**src/rtl/pmfa_pkg.sv**
```systemverilog
// ============================================================================
// pmfa_pkg - shared types and constants for the paged MMU frame allocator
// Holds the request and response payloads, the entry layout, the status and
// function codes, and the sizes of the page table and frame map.
// ============================================================================
`timescale 1ns / 1ps

package pmfa_pkg;

  // Page table geometry. The space index is used directly, so SPACES is a
  // power of two.
  localparam int SPACES          = 8;
  localparam int PAGES_PER_SPACE = 32;
  localparam int SPACE_W         = $clog2(SPACES);
  localparam int PAGE_W          = $clog2(PAGES_PER_SPACE);
  localparam int IDX_W           = SPACE_W + PAGE_W;
  localparam int ENTRIES         = SPACES * PAGES_PER_SPACE;

  // Physical side: 32 frames of 2048 words.
  localparam int FRAMES   = 32;
  localparam int FRAME_W  = 5;
  localparam int OFFSET_W = 11;
  localparam int ADDR_W   = 16;
  localparam int ENT_W    = 8;

  localparam logic [FRAMES-1:0]  FRAME_MAP_RESET = 32'hFFFF_FFF8;
  localparam logic [FRAME_W-1:0] LAST_FRAME      = 5'd31;
  localparam logic [PAGE_W-1:0]  LIMIT_RESET     = 5'd5;

  // Entry bit positions: frame in [7:3], write, read, valid.
  localparam int ENT_VALID = 0;
  localparam int ENT_READ  = 1;
  localparam int ENT_WRITE = 2;

  // Function codes.
  localparam logic [1:0] FN_READ  = 2'd0;
  localparam logic [1:0] FN_WRITE = 2'd1;
  localparam logic [1:0] FN_ALLOC = 2'd2;
  localparam logic [1:0] FN_FREE  = 2'd3;

  // Status codes.
  localparam logic [2:0] ST_OK        = 3'd0;
  localparam logic [2:0] ST_ALREADY   = 3'd1;
  localparam logic [2:0] ST_NO_FRAME  = 3'd2;
  localparam logic [2:0] ST_NOT_ALLOC = 3'd3;
  localparam logic [2:0] ST_RESERVED  = 3'd4;
  localparam logic [2:0] ST_UNMAPPED  = 3'd5;
  localparam logic [2:0] ST_NO_READ   = 3'd6;
  localparam logic [2:0] ST_NO_WRITE  = 3'd7;

  typedef struct packed {
    logic [1:0]         func;
    logic [2:0]         space;
    logic [ADDR_W-1:0]  address;
    logic [PAGE_W-1:0]  page;
    logic               can_read;
    logic               can_write;
  } req_t;

  typedef struct packed {
    logic [2:0]         status;
    logic [ADDR_W-1:0]  phys_address;
    logic [FRAME_W-1:0] frame;
    logic               frames_full;
  } rsp_t;

  // State update produced by one request.
  typedef struct packed {
    logic [FRAMES-1:0] map_nxt;
    logic              full_nxt;
    logic              ent_we;
    logic [ENT_W-1:0]  ent_data;
  } upd_t;

endpackage

```
**src/rtl/paged_mmu_frame_allocator.sv**
```systemverilog
// ============================================================================
// paged_mmu_frame_allocator - page-table MMU with a physical frame allocator
// Translates, allocates and frees pages of several address spaces against
// one bitmap of 32 physical frames.
// ============================================================================
// Stages: an accepted request enters the working stage register while the
//   page table RAM read is registered; the output register holds the response.
// Throughput: one request per cycle unless the output stalls; page entry, frame
//   map and full flag are read and updated in one pass, last write forwarded.
// Reset: frames 0 to 2 in use, all page entries invalid (per-entry written
//   bits, no clearing pass), full flag clear, reserved page limit 5.
`timescale 1ns / 1ps

module paged_mmu_frame_allocator (
  input  logic                          clk,
  input  logic                          rst_n,
  input  logic                          in_valid,
  output logic                          in_ready,
  input  pmfa_pkg::req_t                in_req,
  output logic                          out_valid,
  input  logic                          out_ready,
  output pmfa_pkg::rsp_t                out_rsp,
  input  logic                          cfg_we,
  input  logic [pmfa_pkg::PAGE_W-1:0]   cfg_data
);

  logic                               s1_vld_r;
  pmfa_pkg::req_t                     s1_req_r;
  logic [pmfa_pkg::IDX_W-1:0]         s1_idx_r;
  logic                               s1_adv;
  logic                               in_acc;
  logic [pmfa_pkg::IDX_W-1:0]         in_idx;

  logic                               out_vld_r;
  pmfa_pkg::rsp_t                     out_rsp_r;

  logic [pmfa_pkg::FRAMES-1:0]        map_r;
  logic                               full_r;
  logic [pmfa_pkg::PAGE_W-1:0]        limit_r;
  logic [pmfa_pkg::ENTRIES-1:0]       written_r;

  logic                               fwd_vld_r;
  logic [pmfa_pkg::IDX_W-1:0]         fwd_idx_r;
  logic [pmfa_pkg::ENT_W-1:0]         fwd_data_r;

  logic [pmfa_pkg::ENT_W-1:0]         ram_rdata;
  logic [pmfa_pkg::ENT_W-1:0]         entry;
  pmfa_pkg::rsp_t                     rsp;
  pmfa_pkg::upd_t                     upd;

  // Handshake: the working stage moves on whenever the output register
  // is free or being emptied.
  assign s1_adv    = s1_vld_r && (!out_vld_r || out_ready);
  assign in_ready  = !s1_vld_r || s1_adv;
  assign in_acc    = in_valid && in_ready;
  assign out_valid = out_vld_r;
  assign out_rsp   = out_rsp_r;

  // Entry index: translate uses the page from the address.
  always_comb begin
    if (in_req.func == pmfa_pkg::FN_READ || in_req.func == pmfa_pkg::FN_WRITE) begin
      in_idx = {in_req.space[pmfa_pkg::SPACE_W-1:0],
                in_req.address[pmfa_pkg::ADDR_W-1 -: pmfa_pkg::PAGE_W]};
    end else begin
      in_idx = {in_req.space[pmfa_pkg::SPACE_W-1:0], in_req.page};
    end
  end

  // Page table storage.
  pmfa_ram #(
    .WIDTH (pmfa_pkg::ENT_W),
    .DEPTH (pmfa_pkg::ENTRIES)
  ) u_ram (
    .clk   (clk),
    .we    (s1_adv && upd.ent_we),
    .waddr (s1_idx_r),
    .wdata (upd.ent_data),
    .re    (in_acc),
    .raddr (in_idx),
    .rdata (ram_rdata)
  );

  // Entry as seen by the working stage: the last write wins over the RAM,
  // and a never-written entry reads as zero.
  always_comb begin
    if (!written_r[s1_idx_r]) begin
      entry = '0;
    end else if (fwd_vld_r && fwd_idx_r == s1_idx_r) begin
      entry = fwd_data_r;
    end else begin
      entry = ram_rdata;
    end
  end

  pmfa_exec u_exec (
    .req       (s1_req_r),
    .entry     (entry),
    .frame_map (map_r),
    .full      (full_r),
    .limit     (limit_r),
    .rsp       (rsp),
    .upd       (upd)
  );

  // Working stage register.
  always_ff @(posedge clk) begin
    if (!rst_n) begin
      s1_vld_r <= 1'b0;
    end else if (in_ready) begin
      s1_vld_r <= in_valid;
    end
    if (in_acc) begin
      s1_req_r <= in_req;
      s1_idx_r <= in_idx;
    end
  end

  // Output register.
  always_ff @(posedge clk) begin
    if (!rst_n) begin
      out_vld_r <= 1'b0;
    end else if (s1_adv) begin
      out_vld_r <= 1'b1;
    end else if (out_ready) begin
      out_vld_r <= 1'b0;
    end
    if (s1_adv) begin
      out_rsp_r <= rsp;
    end
  end

  // Allocator state, written bits and the entry forwarding register.
  always_ff @(posedge clk) begin
    if (!rst_n) begin
      map_r     <= pmfa_pkg::FRAME_MAP_RESET;
      full_r    <= 1'b0;
      written_r <= '0;
      fwd_vld_r <= 1'b0;
    end else if (s1_adv) begin
      map_r  <= upd.map_nxt;
      full_r <= upd.full_nxt;
      if (upd.ent_we) begin
        written_r[s1_idx_r] <= 1'b1;
        fwd_vld_r           <= 1'b1;
      end
    end
    if (s1_adv && upd.ent_we) begin
      fwd_idx_r  <= s1_idx_r;
      fwd_data_r <= upd.ent_data;
    end
  end

  // Configuration register.
  always_ff @(posedge clk) begin
    if (!rst_n) begin
      limit_r <= pmfa_pkg::LIMIT_RESET;
    end else if (cfg_we) begin
      limit_r <= cfg_data;
    end
  end

  // The full flag is only set by taking the last frame, and any free clears it.
  a_full_last_taken: assert property (@(posedge clk) disable iff (!rst_n)
    full_r |-> !map_r[pmfa_pkg::FRAMES-1])
    else $error("full flag set while the last frame is free");

  // Frames held since reset are never handed back.
  a_low_frames_held: assert property (@(posedge clk) disable iff (!rst_n)
    map_r[2:0] == 3'b000)
    else $error("a frame reserved at reset became free");

  // Input stalls only when the working stage is blocked by a full output.
  a_stall_cause: assert property (@(posedge clk) disable iff (!rst_n)
    !in_ready |-> (s1_vld_r && out_vld_r && !out_ready))
    else $error("input stalled without a blocked output");

  // A response appears in the cycle after the working stage moves on.
  a_rsp_follows: assert property (@(posedge clk) disable iff (!rst_n)
    s1_adv |=> out_vld_r)
    else $error("advanced request produced no response");

endmodule

```
**src/rtl/pmfa_ram.sv**
```systemverilog
// ============================================================================
// pmfa_ram - generic single-port-write RAM with a registered read
// One write port and one read port; a read at the address being written
// returns the old contents.
// ============================================================================
`timescale 1ns / 1ps

module pmfa_ram #(
  parameter int WIDTH = 8,
  parameter int DEPTH = 256
) (
  input  logic                     clk,
  input  logic                     we,
  input  logic [$clog2(DEPTH)-1:0] waddr,
  input  logic [WIDTH-1:0]         wdata,
  input  logic                     re,
  input  logic [$clog2(DEPTH)-1:0] raddr,
  output logic [WIDTH-1:0]         rdata
);

  logic [WIDTH-1:0] mem [DEPTH];

  // Storage and registered read port.
  always_ff @(posedge clk) begin
    if (we) begin
      mem[waddr] <= wdata;
    end
    if (re) begin
      rdata <= mem[raddr];
    end
  end

endmodule

```
**src/rtl/pmfa_exec.sv**
```systemverilog
// ============================================================================
// pmfa_exec - request evaluation for the paged MMU frame allocator
// Checks one request against its page entry, the frame map and the full
// flag, and produces the response and the state update.
// ============================================================================
`timescale 1ns / 1ps

module pmfa_exec (
  input  pmfa_pkg::req_t                     req,
  input  logic [pmfa_pkg::ENT_W-1:0]         entry,
  input  logic [pmfa_pkg::FRAMES-1:0]        frame_map,
  input  logic                               full,
  input  logic [pmfa_pkg::PAGE_W-1:0]        limit,
  output pmfa_pkg::rsp_t                     rsp,
  output pmfa_pkg::upd_t                     upd
);

  logic [pmfa_pkg::PAGE_W-1:0]   vpn;
  logic [pmfa_pkg::FRAME_W-1:0]  ent_frame;
  logic [pmfa_pkg::FRAME_W-1:0]  low_free;
  logic [pmfa_pkg::FRAMES-1:0]   low_onehot;
  logic [pmfa_pkg::FRAMES-1:0]   ent_onehot;

  assign vpn        = req.address[pmfa_pkg::ADDR_W-1 -: pmfa_pkg::PAGE_W];
  assign ent_frame  = entry[pmfa_pkg::ENT_W-1 -: pmfa_pkg::FRAME_W];
  assign low_onehot = pmfa_pkg::FRAMES'(1) << low_free;
  assign ent_onehot = pmfa_pkg::FRAMES'(1) << ent_frame;

  // Lowest free frame; scanning from the top leaves the lowest set bit.
  always_comb begin
    low_free = '0;
    for (int i = pmfa_pkg::FRAMES - 1; i >= 0; i--) begin
      if (frame_map[i]) begin
        low_free = pmfa_pkg::FRAME_W'(i);
      end
    end
  end

  // Per-function checks and updates.
  always_comb begin
    rsp.status       = pmfa_pkg::ST_OK;
    rsp.phys_address = '0;
    rsp.frame        = '0;
    upd.map_nxt      = frame_map;
    upd.full_nxt     = full;
    upd.ent_we       = 1'b0;
    upd.ent_data     = entry;
    case (req.func)
      pmfa_pkg::FN_ALLOC: begin
        if (entry[pmfa_pkg::ENT_VALID]) begin
          rsp.status = pmfa_pkg::ST_ALREADY;
        end else if (frame_map == '0) begin
          rsp.status = pmfa_pkg::ST_NO_FRAME;
        end else begin
          // A request with no permission still takes a frame but the
          // entry stays invalid.
          upd.map_nxt  = frame_map & ~low_onehot;
          upd.ent_we   = 1'b1;
          upd.ent_data = {low_free, req.can_write, req.can_read,
                          req.can_read | req.can_write};
          upd.full_nxt = full | (low_free == pmfa_pkg::LAST_FRAME);
          rsp.frame    = low_free;
        end
      end
      pmfa_pkg::FN_FREE: begin
        if (!entry[pmfa_pkg::ENT_VALID]) begin
          rsp.status = pmfa_pkg::ST_NOT_ALLOC;
        end else begin
          upd.map_nxt  = frame_map | ent_onehot;
          upd.ent_we   = 1'b1;
          upd.ent_data = {entry[pmfa_pkg::ENT_W-1:1], 1'b0};
          upd.full_nxt = 1'b0;
          rsp.frame    = ent_frame;
        end
      end
      default: begin
        // Read or write translate.
        if (vpn <= limit) begin
          rsp.status = pmfa_pkg::ST_RESERVED;
        end else if (!entry[pmfa_pkg::ENT_VALID]) begin
          rsp.status = pmfa_pkg::ST_UNMAPPED;
        end else if (req.func == pmfa_pkg::FN_READ && !entry[pmfa_pkg::ENT_READ]) begin
          rsp.status = pmfa_pkg::ST_NO_READ;
        end else if (req.func == pmfa_pkg::FN_WRITE && !entry[pmfa_pkg::ENT_WRITE]) begin
          rsp.status = pmfa_pkg::ST_NO_WRITE;
        end else begin
          rsp.phys_address = {ent_frame, req.address[pmfa_pkg::OFFSET_W-1:0]};
        end
      end
    endcase
    rsp.frames_full = upd.full_nxt;
  end

endmodule
```
**config.mk**
```make
export PLATFORM = sky130hd
export DESIGN_NAME = paged_mmu_frame_allocator
export DESIGN_NICKNAME = d
export VERILOG_FILES = /design/src/rtl/pmfa_pkg.sv /design/src/rtl/paged_mmu_frame_allocator.sv /design/src/rtl/pmfa_ram.sv /design/src/rtl/pmfa_exec.sv
export SDC_FILE = /design/constraint.sdc
export NUM_CORES = 2
export LEC_CHECK = 0
export BUFFER_PORTS_ARGS = -buffer_cell sky130_fd_sc_hd__buf_2
export CORE_UTILIZATION = 43
export DETAILED_ROUTE_END_ITERATION = 10
export HOLD_SLACK_MARGIN = 0.06
export PLACE_DENSITY = 0.55
export SYNTH_ARGS = -nofsm -noshare
export SYNTH_HDL_FRONTEND = slang
export SYNTH_SLANG_ARGS = --single-unit
```
**constraint.sdc**
```tcl
create_clock -name clk -period 17.9 [get_ports clk]
set_input_delay 2.685 -clock clk [delete_from_list [all_inputs] [get_ports clk]]
set_output_delay 2.685 -clock clk [all_outputs]
set_load 0.05 [all_outputs]
```
-- Yosys cells after proc, flatten, opt, wreduce, memory -nomap -nowiden
Memory sizes are Yosys's and may differ from the RTL's. A register that Yosys moved wholly into a read port is not among the register bits.
Cells that the tools add are included.
- register bits: 366
- memory bits (writable): 2048
- bits of input ports: 38
- output and inout bits: 27
- word-level logic and storage cells: 121
- memories: 1
- memory list (name ; words ; width ; rd ports ; clocked after Yosys merged registers in ; write ports ; line ; RTL):
    u_ram.mem ; 256 ; 8 ; 1 ; 1 ; 1 ; pmfa_ram.sv:21 ; logic [WIDTH-1:0] mem [DEPTH];
- order comparisons: 3
- equal/unequal tests: 9
- shift-type cells: 2
- muxes and demuxes: 59
- bitwise logic cells: 7
- reductions and logical operators: 22
- operator list (cell ; count):
    $or A256 B256 Y256 ; 1
    $mux W5 ; 36
    $mux W42 ; 3
    $pmux W42 S2 ; 1
    $shl A1 B5 Y32 const A ; 2
    $and A32 B32 Y32 ; 1
    $logic_not A32 Y1 ; 1
    $not A32 Y32 ; 1
    $or A32 B32 Y32 ; 1
    $mux W8 ; 2
    $mux W3 ; 5
    $pmux W5 S2 ; 1
    $lt A8 B9 Y1 const B ; 1
    $bmux W1 S8 ; 1
    $demux W1 S8 ; 1
    $eq A8 B8 Y1 ; 1
    $ge A8 B1 Y1 const B ; 1
    $logic_and A1 B1 Y1 ; 7
    $mux W1 ; 6
    $pmux W3 S2 ; 1
    $reduce_or A6 Y1 ; 1
    $eq A5 B5 Y1 const B ; 1
    $le A5 B5 Y1 ; 1
    $reduce_and A5 Y1 ; 1
    12 further kinds ; 24

-- Logic depth before layout (Yosys ltp)
- depth in word-level cells: 41
- mapped depth: 20
- depth with buffers taken out: 12

-- Cells and area by module
A second synthesis with hierarchy kept.
- cells, all modules: 5358
- area, all modules: 96074.6 µm²
- modules (own cells, without submodules) (module ; times used ; cells an instance ; area an instance (µm²) ; sequential area each (µm²)):
    pmfa_ram ; 1 ; 3733 ; 79636.4 ; 61739.2
    paged_mmu_frame_allocator ; 1 ; 1355 ; 14805.4 ; 8167.8
    pmfa_exec ; 1 ; 270 ; 1632.8 ; 0.0

-- Least setup slack after synthesis
No wires, ideal clock.
- kind: register -> register
- start point: register s1_idx_r[1] (netlist bit)
- end point: register fwd_data_r[7] (netlist bit), data pin
- setup time: 2195 ps
- data arrival time: 12408 ps
- slack: 3297 ps
- stages on the path, launching flop included: 13
- period minus slack after synthesis: 14603 ps
- cell sequence: edfxtp_1 -> buf_2 -> buf_2 -> buf_2 -> buf_2 -> mux4_2 -> mux2i_1 -> nor2_1 -> a41oi_1 -> nand4_1 -> nand2_1 -> o21ai_0 -> o21ai_0
- RTL lines (what ; line ; RTL):
    start: declaration ; paged_mmu_frame_allocator.sv:29 ; logic [pmfa_pkg::IDX_W-1:0] s1_idx_r;
    start signal: assignment ; paged_mmu_frame_allocator.sv:114 ; s1_idx_r <= in_idx;
    end signal: assignment ; paged_mmu_frame_allocator.sv:149 ; fwd_data_r <= upd.ent_data;
    end: declaration ; paged_mmu_frame_allocator.sv:44 ; logic [pmfa_pkg::ENT_W-1:0] fwd_data_r;

-- Worst setup path after layout
- start point: input port in_req[27] (netlist bit)
- end point: register u_ram.rdata[2], read port of u_ram.mem, data pin
- word-level cells in the longest chain between the ends: 3
- elaborated cells between the ends (all ways): 4
- classes of those cells: eq/ne (1); mux (1); reduce/logical (2)
- ends and longest elaborated chain (what ; line ; RTL):
    start: declaration ; paged_mmu_frame_allocator.sv:19 ; input pmfa_pkg::req_t in_req,
    $eq A2 B1 Y1 or $logic_not A2 Y1 (tied branches) ; paged_mmu_frame_allocator.sv:61 ; if (in_req.func == pmfa_pkg::FN_READ || in_req.func == pmfa_pkg::FN_WRITE) begin
    $logic_or A1 B1 Y1 * ; paged_mmu_frame_allocator.sv:61 ;
    $mux W5 * ; paged_mmu_frame_allocator.sv:61 ;
    end: declaration ; pmfa_ram.sv:18 ; output logic [WIDTH-1:0] rdata
Mark *: on every way between the ends. The rest lies on a longest branch, timed or not.
A chain may end at the register's enable or synchronous reset.

==> results.toml <==
[timing]
fin_crit_sh_pct = 44.97
final_hold_viol_count = 0
setup_viol = 0
fin_crit_ps = 8049
finalSetupTns_ps = 0
slew_viol_final = 0
finClkSkew_ps = 43.02
max_freq_mhz = 124.2
setup_ws_ps = 9851
rsz0062_at_grt = "false"
worst-slew-pin-transition_ps = 1303
fin_hold_ws_ps = 446.9
max_slew_margin_pct = 13.14

[global_routing]
grt_pass1_wl_um = 415900
antenna_found_initial = 17
grt_max_degree = 179
grt_remaining_overflow = 0
first_global_vias = 60817
grt_usage_pct = 24.25

[finish]
nets = 7896
drive_above_1_share_pct = 9.502
final_cells = 11027
area_growth_pct = 12.22

[drt]
wl_per_cell_um = 25.57
wl_um = 281900
drc = 22
top_layer_used = "met5"
wl_met3_um = 20630
vias = 63924
drt_pass1_iterations = 11
drtIter0Drc = 7073
routedLengthMet1_um = 120700
viasPerCell = 5.797
final_antenna_net_count = 0
dr_wl_met2_um = 132900

[hold_path]
hp-class = "flop to flop"
hold_depth = 2
min_from = "written_r[51]$_SDFFE_PN0P_"
hold_path_end = "written_r[51]$_SDFFE_PN0P_"

[critical_path]
worstRegToRegCells = 14
cp-start-kind = "primary input"
r2r_end = "u_ram.mem[88][1]$_DFFE_PP_"
cp.arrival_ps = 8840
end_kind = "flop"
timing.rr.start = "s1_idx_r[0]$_DFFE_PP_"
cp.required_ps = 18690
cp_max_fo = 71
rrSetupSlack_ps = 10160
critPathKind = "primary input to flop"

[floorplan]
dieArea_sq_um = 228900
die_width_um = 478.4
fp.dieH_um = 478.4
core-area_sq_um = 225100
ios = 65
rows = 174
start_util_pct = 43.35

[clock_network]
cts.htree.levels = 5
clk_latency_ps = 940
cts-root-buf = "clkbuf_16"
path_clk_slew_ps = 60
hold_buffers = 0
clockBufferDepth = 4
postCtsSetupBuffers = 0
cts_buffers = 275
cts_tree = "done"
cts.repair.resized = 0
cts_sinks = 2422

[yosys]
async_flop_share_pct = 0
ys_warn_count = 0
syn_avg_cell_area_sq_um = 12.30
synth-main-ff-cell = "edfxtp_1"
syn_inst = 7932
syn_nets = 7975
ys_seq_area_share_pct = 71.48
synth.distinct_cells = 68
synth-edff-count = 2125
synth-seq-cells = 2422
netlist_area_sq_um = 97590

[outcome]
violations = "design-rule violations"
status = "complete, but fails checks"

[placed_design]
place_congestion = 0.8409
place_hpwl_um = 159300
port_buffers = 64
dpl.cell_count = 10568
place_ws_ps = 9043

[power_and_ir_drop]
peakVddDrop_mv = 0.08518
p_leak_nw = 37.29
total_power_mw = 12.70
power_density_nw_per_um2 = 115.9

[job]
drv_cap = 0
where the power goes:
group          total (mW)  switching, mW  internal (mW)
Clock                5.28           2.16           3.12
Sequential           6.31         0.0195           6.29
Combinational        1.10          0.859          0.246
placed cells by master (no fill, tap or decap), types with 48 or more instances in the layout:
master | synthesis | final
nor3_2 | 0 | 52
and3_1 | 133 | 133
a31oi_1 | 149 | 149
a311oi_1 | 270 | 270
edfxtp_1 | 2125 | 2125
o21a_1 | 99 | 99
nand2_1 | 2273 | 2257
clkinv_1 | 0 | 48
nor2_1 | 224 | 224
clkbuf_16 | 0 | 285
mux2i_1 | 85 | 80
o21ai_0 | 166 | 165
dfxtp_1 | 297 | 297
buf_2 | 28 | 63
mux4_2 | 76 | 76
buf_4 | 2 | 160
clkbuf_1 | 513 | 66
nor3_1 | 112 | 60
nand3_1 | 1050 | 1050
synthesized netlist by cell type, drive strengths merged, types with 5 or more instances:
cell | number | share of area (%)
buf | 77 | 0.41
edfxtp | 2125 | 65
and3 | 133 | 0.85
dfxtp | 297 | 6.1
nand2b | 14 | 0.090
mux2 | 13 | 0.15
a22oi | 21 | 0.16
nor2 | 224 | 0.86
o311ai | 5 | 0.045
nand2 | 2273 | 8.7
nand4 | 16 | 0.15
or4 | 5 | 0.038
nor2b | 21 | 0.13
nor4 | 14 | 0.096
o211ai | 6 | 0.046
a22o | 6 | 0.054
o21a | 99 | 0.76
inv | 27 | 0.10
mux4 | 76 | 1.8
ha | 5 | 0.064
clkbuf | 513 | 2.0
mux2i | 85 | 0.87
xor2 | 8 | 0.072
a311oi | 270 | 2.4
and2 | 25 | 0.16
a31oi | 149 | 0.96
nor3 | 112 | 0.57
or3 | 6 | 0.038
nand3 | 1057 | 5.5
o21ai | 178 | 0.91
a21oi | 29 | 0.15
cell families (layout without fill, tap and decap cells):
family / count (synthesis) / after routing / synth area share (%)
buffers and inverters: 617 / 715 / 2.482
XOR/XNOR: 9 / 9 / 0.08078
AND/OR/NAND/NOR: 3909 / 3909 / 17.32
multiplexers: 174 / 174 / 2.780
AO/OA/AOI/OAI: 796 / 796 / 5.790
adder cells (fa/ha/maj): 5 / 5 / 0.06411
other: 0 / 5 / 0
flip-flops: 2422 / 2422 / 71.48
state kept, by name, summed over array words and instances (netlist names):
name         cells
u_ram.mem     2048
s1_req_r        20
full_r           1
written_r      256
limit_r          5
out_valid        1
u_ram.rdata      8
fwd_data_r       8
out_rsp         25
fwd_vld_r        1
s1_vld_r         1
s1_idx_r         8
fwd_idx_r        8
map_r           32
worst max path at each step:
stage / depth (start not counted) / from / to
finish: 14 / in_req[27] / u_ram.rdata[2]$_DFFE_PP_
global placement: 14 / in_req[27] / u_ram.rdata[2]$_DFFE_PP_
detailed placement: 14 / in_req[27] / u_ram.rdata[2]$_DFFE_PP_
global route: 14 / in_req[27] / u_ram.rdata[2]$_DFFE_PP_
floorplan: 12 / s1_idx_r[1]$_DFFE_PP_ / fwd_data_r[7]$_DFFE_PP_
CTS: 14 / in_req[27] / u_ram.rdata[2]$_DFFE_PP_
worst max-delay path, cell delays in order:
cell	delay, ps
buf_2	260
mux2i_4	270
buf_4	710
buf_4	700
buf_4	780
buf_4	740
buf_4	760
nand2_1	120
and3_1	200
a311oi_1	270
a311oi_1	90
a31oi_1	350
mux4_2	330
mux4_2	240
layout make-up:
type	count	area, sq um
Inverter	27	118.9
Clock inverter	92	732.0
Antenna cell	5	12.51
Timing Repair Buffer	234	1732
Multi-Input combinational cell	4893	25890
Tap cell	2992	3744
Fill cell	19835	115600
Sequential cell	2422	69760
Clock buffer	362	7531
per-stage QoR:
stage	instance area, sq um	utilization (%)
after detailed placement	101200	44.97
after CTS	109500	48.64
after global routing	109500	48.65
after global placement	101200	44.97
after floorplan	97590	-
final	109500	48.65
per-layer routing:
metal | GRT usage (%) | vias up
met1 | 34.35 | 32235
li1 | - | 28800
met5 | 0 | -
met2 | 38.48 | 2471
met4 | 7.087 | 8
met3 | 3.917 | 410
Power figures use the tool's default switching activity.
